### src/rtl/ppu_mul.sv
`default_nettype none

// Two-stage signed multiplier: magnitude and sign out, product split in
// four partial products of half width.
module ppu_mul #(
  parameter int AW = 18,
  parameter int BW = 33
) (
  input  logic                 clk_i,
  input  logic                 en_i,
  input  logic signed [AW-1:0] a_i,
  input  logic signed [BW-1:0] b_i,
  output logic [AW+BW-1:0]     mag_o,
  output logic                 neg_o
);

  localparam int AL = AW / 2;
  localparam int AH = AW - AL;
  localparam int BL = BW / 2;
  localparam int BH = BW - BL;
  localparam int PW = AW + BW;

  logic [AW-1:0]    am;
  logic [BW-1:0]    bm;
  logic [AL+BL-1:0] ll_d, ll_q;
  logic [AL+BH-1:0] lh_d, lh_q;
  logic [AH+BL-1:0] hl_d, hl_q;
  logic [AH+BH-1:0] hh_d, hh_q;
  logic             neg_q;
  logic [PW-1:0]    mag_d;

  // Take magnitudes and form the partial products
  always_comb begin
    am   = a_i[AW-1] ? unsigned'(-a_i) : unsigned'(a_i);
    bm   = b_i[BW-1] ? unsigned'(-b_i) : unsigned'(b_i);
    ll_d = am[AL-1:0] * bm[BL-1:0];
    lh_d = am[AL-1:0] * bm[BW-1:BL];
    hl_d = am[AW-1:AL] * bm[BL-1:0];
    hh_d = am[AW-1:AL] * bm[BW-1:BL];
  end

  // Combine the partial products
  always_comb begin
    mag_d = PW'(ll_q) + (PW'(lh_q) << BL) + (PW'(hl_q) << AL) + (PW'(hh_q) << (AL + BL));
  end

  always_ff @(posedge clk_i) begin
    if (en_i) begin
      ll_q  <= ll_d;
      lh_q  <= lh_d;
      hl_q  <= hl_d;
      hh_q  <= hh_d;
      neg_q <= a_i[AW-1] ^ b_i[BW-1];
      mag_o <= mag_d;
      neg_o <= neg_q;
    end
  end

endmodule

`default_nettype wire

### config.mk
export PLATFORM = sky130hd
export DESIGN_NAME = ppu_mul
export DESIGN_NICKNAME = d
export VERILOG_FILES = /design/src/rtl/ppu_mul.sv
export SDC_FILE = /design/constraint.sdc
export NUM_CORES = 2
export LEC_CHECK = 0
export BUFFER_PORTS_ARGS = -buffer_cell sky130_fd_sc_hd__buf_2
export CORE_ASPECT_RATIO = 2
export CORE_MARGIN = 2
export CORE_UTILIZATION = 55
export CTS_CLUSTER_SIZE = 30
export DETAILED_ROUTE_END_ITERATION = 10
export PLACE_DENSITY = 0.81
export SLEW_MARGIN = 30
export SYNTH_ARGS = -nofsm -noshare
export SYNTH_HDL_FRONTEND = slang
export SYNTH_SLANG_ARGS = --single-unit
### constraint.sdc
create_clock -name clk_i -period 8.7 [get_ports clk_i]
set_clock_uncertainty 0.2 [all_clocks]
set_input_delay 0.87 -clock clk_i [delete_from_list [all_inputs] [get_ports clk_i]]
set_output_delay 0.87 -clock clk_i [all_outputs]
set_load 0.01 [all_outputs]
* Word level (Yosys, flattened, before mapping)
Index checks and enable logic that the tools add are counted.
Word-level totals: register bits 155, input bits 53, output and inout port bits 52, word-level logic and storage cells 19
Operators by class: $add $sub $neg 5, multipliers 4, muxes and demuxes 2, bitwise gates (word level) 1
Operator list (number):
- $mul A9 B17 Y26 | 2
- $add A44 B51 Y51 | 1
- $mul A9 B16 Y25 | 2
- $add A43 B34 Y44 | 1
- $add A25 B42 Y43 | 1
- $mux W33 | 1
- $neg A33 Y33 | 1
- $mux W18 | 1
- $neg A18 Y18 | 1
- $xor A1 B1 Y1 | 1

* Logic depth before layout (Yosys ltp)
depth after elaboration 3, gate-level depth with buffers 29, gate-level depth less buffers 27

* Worst setup path before layout
OpenSTA, ideal clock, no wires.
kind input -> register, start point in b_i[0], end point reg hh_q[22] (data pin), library setup time 0.259 ns, arrival 7.291 ns, required time 8.241 ns, path slack 0.950 ns, cell stages on the path 26, buffers on the path 1, cell sequence inv_1 -> clkbuf_1 -> ha_1 -> nand2_1 -> nor4_2 -> nand2_1 -> or4_4 -> o41a_2 -> xor2_1 -> nand2_1 -> fa_1 -> inv_1 -> fa_1 -> fa_1 -> inv_1 -> fa_1 -> inv_1 -> ha_1 -> o21ai_0 -> a21oi_1 -> o41ai_1 -> o21ai_0 -> a221o_1 -> a21o_1 -> a21oi_1 -> xnor2_1
Between the ends: longest elaborated chain between the ends 3
RTL lines:
- from (decl) | line 12 | input logic signed [BW-1:0] b_i,
- $neg A33 Y33 | line 35 | bm = b_i[BW-1] ? unsigned'(-b_i) : unsigned'(b_i);
- $mux W33 | line 35
- $mul A9 B17 Y26 | line 39 | hh_d = am[AW-1:AL] * bm[BW-1:BL];
- via hh_d[22] | line 28 | logic [AH+BH-1:0] hh_d, hh_q;
- to (signal assigned) | line 52 | hh_q <= hh_d;
- to (decl) | line 28
The timed path passes the listed nets, and every way through them passes these cells. A chain may end at the register's enable or synchronous reset.

* Worst setup path after layout
start point in a_i[4], end point reg hl_q[24] (data pin)
Between the ends: longest elaborated chain between the ends 3
RTL lines:
- from (decl) | line 11 | input logic signed [AW-1:0] a_i,
- $neg A18 Y18 | line 34 | am = a_i[AW-1] ? unsigned'(-a_i) : unsigned'(a_i);
- $mux W18 | line 34
- $mul A9 B16 Y25 | line 38 | hl_d = am[AW-1:AL] * bm[BL-1:0];
- via hl_d[24] | line 27 | logic [AH+BL-1:0] hl_d, hl_q;
- to (signal assigned) | line 51 | hl_q <= hl_d;
- to (decl) | line 27
The timed path passes the listed nets, and every way through them passes these cells.

==> metrics.yaml <==
ys.warnings.count: 0
syn_nets: 3499
cts_tree: "done"
cp_slowest_stage_delay_ps: 600
cts.clk_slew.worst_paths_ps: 80
rows: 112
status: "completed"
critPathRequiredTime_ps: 8700
finalCritPeriodShare_pct: 93.2
track_usage_pct: 36.2
cts_sinks: 155
start_kind: "primary input"
num_io_pins: 105
worst_pin_slew_ps: 977
yosysTopAreaCell: "fa_1"
critPathKind: "primary input to register"
synth-edff-count: 155
max_clock_freq_mhz: 123
worstRegToRegCells: 12
synth_seq_cells: 155
synth.area.top_cells: "fa_1, edfxtp_1, ha_1"
setup_tns_ps: 0
post-dp-hpwl_um: 67700
synth-async-reset-ratio_pct: 0
gp_congestion: 1.03
clk_latency_ps: 480
drive_gt1_share_pct: 9.38
rsz0062_at_grt: "false"
die_area_mm2: 0.0491
wl_per_cell_um: 23.6
syn_inst: 2785
syn2layout_area_growth_pct: 9.30
wirelength_um: 83900
vias: 20830
numPortBuffers: 104
hold_path.class: "register to register"
timing.slew.headroom_pct: 34.6
crit_top_cell: "fa_1"
ys_seq_area_share_pct: 17.9
ctsHoldBuffers: 0
cp.arrival_ps: 8110
whs_path_depth: 0
layout_commonest_cell: "inv_1"
design.core.area_mm2: 0.0467
htree_levels: 4
crit_chain: "buf_2 -> or4_1 -> or2_1 -> or3_4 -> or4_4 -> o21ai_4 -> xor2_4 -> buf_4 -> nor2_1 -> fa_1 -> fa_1 -> fa_1 -> inv_1 -> fa_1 -> inv_1 -> ha_1 -> a2111o_1 -> o22ai_1 -> o21ai_0 -> a211oi_1 -> o21bai_1 -> a221oi_1 -> o21bai_1 -> xnor2_1"
root_buffer: "clkbuf_16"
fp.dieW_um: 158
setup_violations: 0
synth_top_area_share_pct: 33.1
die_h_um: 311
cp_slowest_cell: "or4_1"
crit_fanout: 22
firstDrtPassIters: 8
grt_overflow: 0
finalMaxSlewViolations: 0
grt_pass1_vias: 23519
drc: 0
drt-initial-drc-count: 1671
most-common-layout-cells: "inv_1, fa_1, nor2_1"
register_area_mm2: 0.00465
grt_pass1_wl_um: 129000
multi_input_area_mm2: 0.0191
syn_area_mm2: 0.0260
post_cts_resize_count: 0
synthFlopType: "edfxtp_1"
finalHoldViolations: 0
n_fill_cell: 3873
grt_max_degree: 81
period_needed_ps: 8110
cts_made_buffers: 17
via_per_inst: 5.85
detail-route-antenna-nets: 0
drv_cap: 0
antenna_found_initial: 6
syn_avg_cell_area_um2: 9.32
synth.distinct_cells: 73
final_net_count: 3633
end_kind: "register"
clockBufferDepth: 2
start_util_pct: 55.6
post_cts_buffers: 0
-- kinds of logic (layout without fill, tap and decap cells) --
family          Yosys count  after routing  synth area share (%)
simple gates            838            838                  13.7
xor+xnor                200            200                  6.85
compound gates          309            309                  8.04
other cells               0              3                     0
buf+inv                 622            769                  9.19
flops                   155            155                  17.9
fa+ha+maj               661            661                  44.3
-- per-stage QoR --
stage	area, um^2	hold slack, ps	util (%)	setup slack [ps]	cells
floorplan	26000	200	-	950	2785
global placement	27700	204	59.4	352	3527
detailed placement	27800	208	59.5	227	3527
CTS	28400	225	60.8	703	3559
global route	28400	227	60.8	253	3562
finish	28400	231	60.8	593	3562
-- area by class of cell --
class,count,area share (%)
inverter,540,7.14
multi-input combinational,2008,67.2
clock buffer,19,1.53
clock inverter,13,0.560
timing repair buffer,197,4.37
antenna,3,0.0265
sequential,155,16.4
tap,627,2.77
-- sequential cells by signal, indices dropped and copies added (netlist names) --
signal / count
ll_q: 25
neg_q: 1
hl_q: 25
neg_o: 1
lh_q: 26
mag_o: 51
hh_q: 26
-- worst paths after layout --
check / start / endpoint / slack, ps
setup / recovery: a_i[4] / hl_q[24]$_DFFE_PP_ / 590
hold / removal: ll_q[7]$_DFFE_PP_ / mag_o[7]$_DFFE_PP_ / 230
setup reg to reg: ll_q[10]$_DFFE_PP_ / mag_o[50]$_DFFE_PP_ / 4030
hold reg to reg: ll_q[7]$_DFFE_PP_ / mag_o[7]$_DFFE_PP_ / 230
-- layer usage --
metal	up-vias	part of all wire, %	global-route usage, %
met5	-	0.027	0
met2	1066	50	61.6
li1	8983	-	-
met4	4	14	40.2
met1	10279	29	32.9
met3	498	6.8	7.66
-- worst max-delay path, delay by kind of cell --
kind,cells,cell delay (ps)
buffers and inverters,4,640
adder cells (fa/ha/maj),5,2340
AO/OA/AOI/OAI,8,1950
XOR/XNOR,2,410
AND/OR/NAND/NOR,5,1880
-- cell usage after synthesis, drive strengths merged, types with 6 or more instances --
master	count
a211oi	13
a21o	50
a21oi	81
a31oi	13
and2	16
and3	11
and4	6
buf	13
clkbuf	69
edfxtp	155
fa	429
ha	232
inv	540
nand2	304
nand2b	12
nand3	22
nand4	7
nor2	391
nor2b	13
nor3	16
nor4	6
o211ai	6
o21a	17
o21ai	59
o21bai	11
o31a	7
o31ai	11
o41ai	7
or3	10
or4	9
xnor2	137
xor2	63
Power is not shown: default switching activity piles up to over one toggle a cycle in this logic, so the estimate is an artifact.
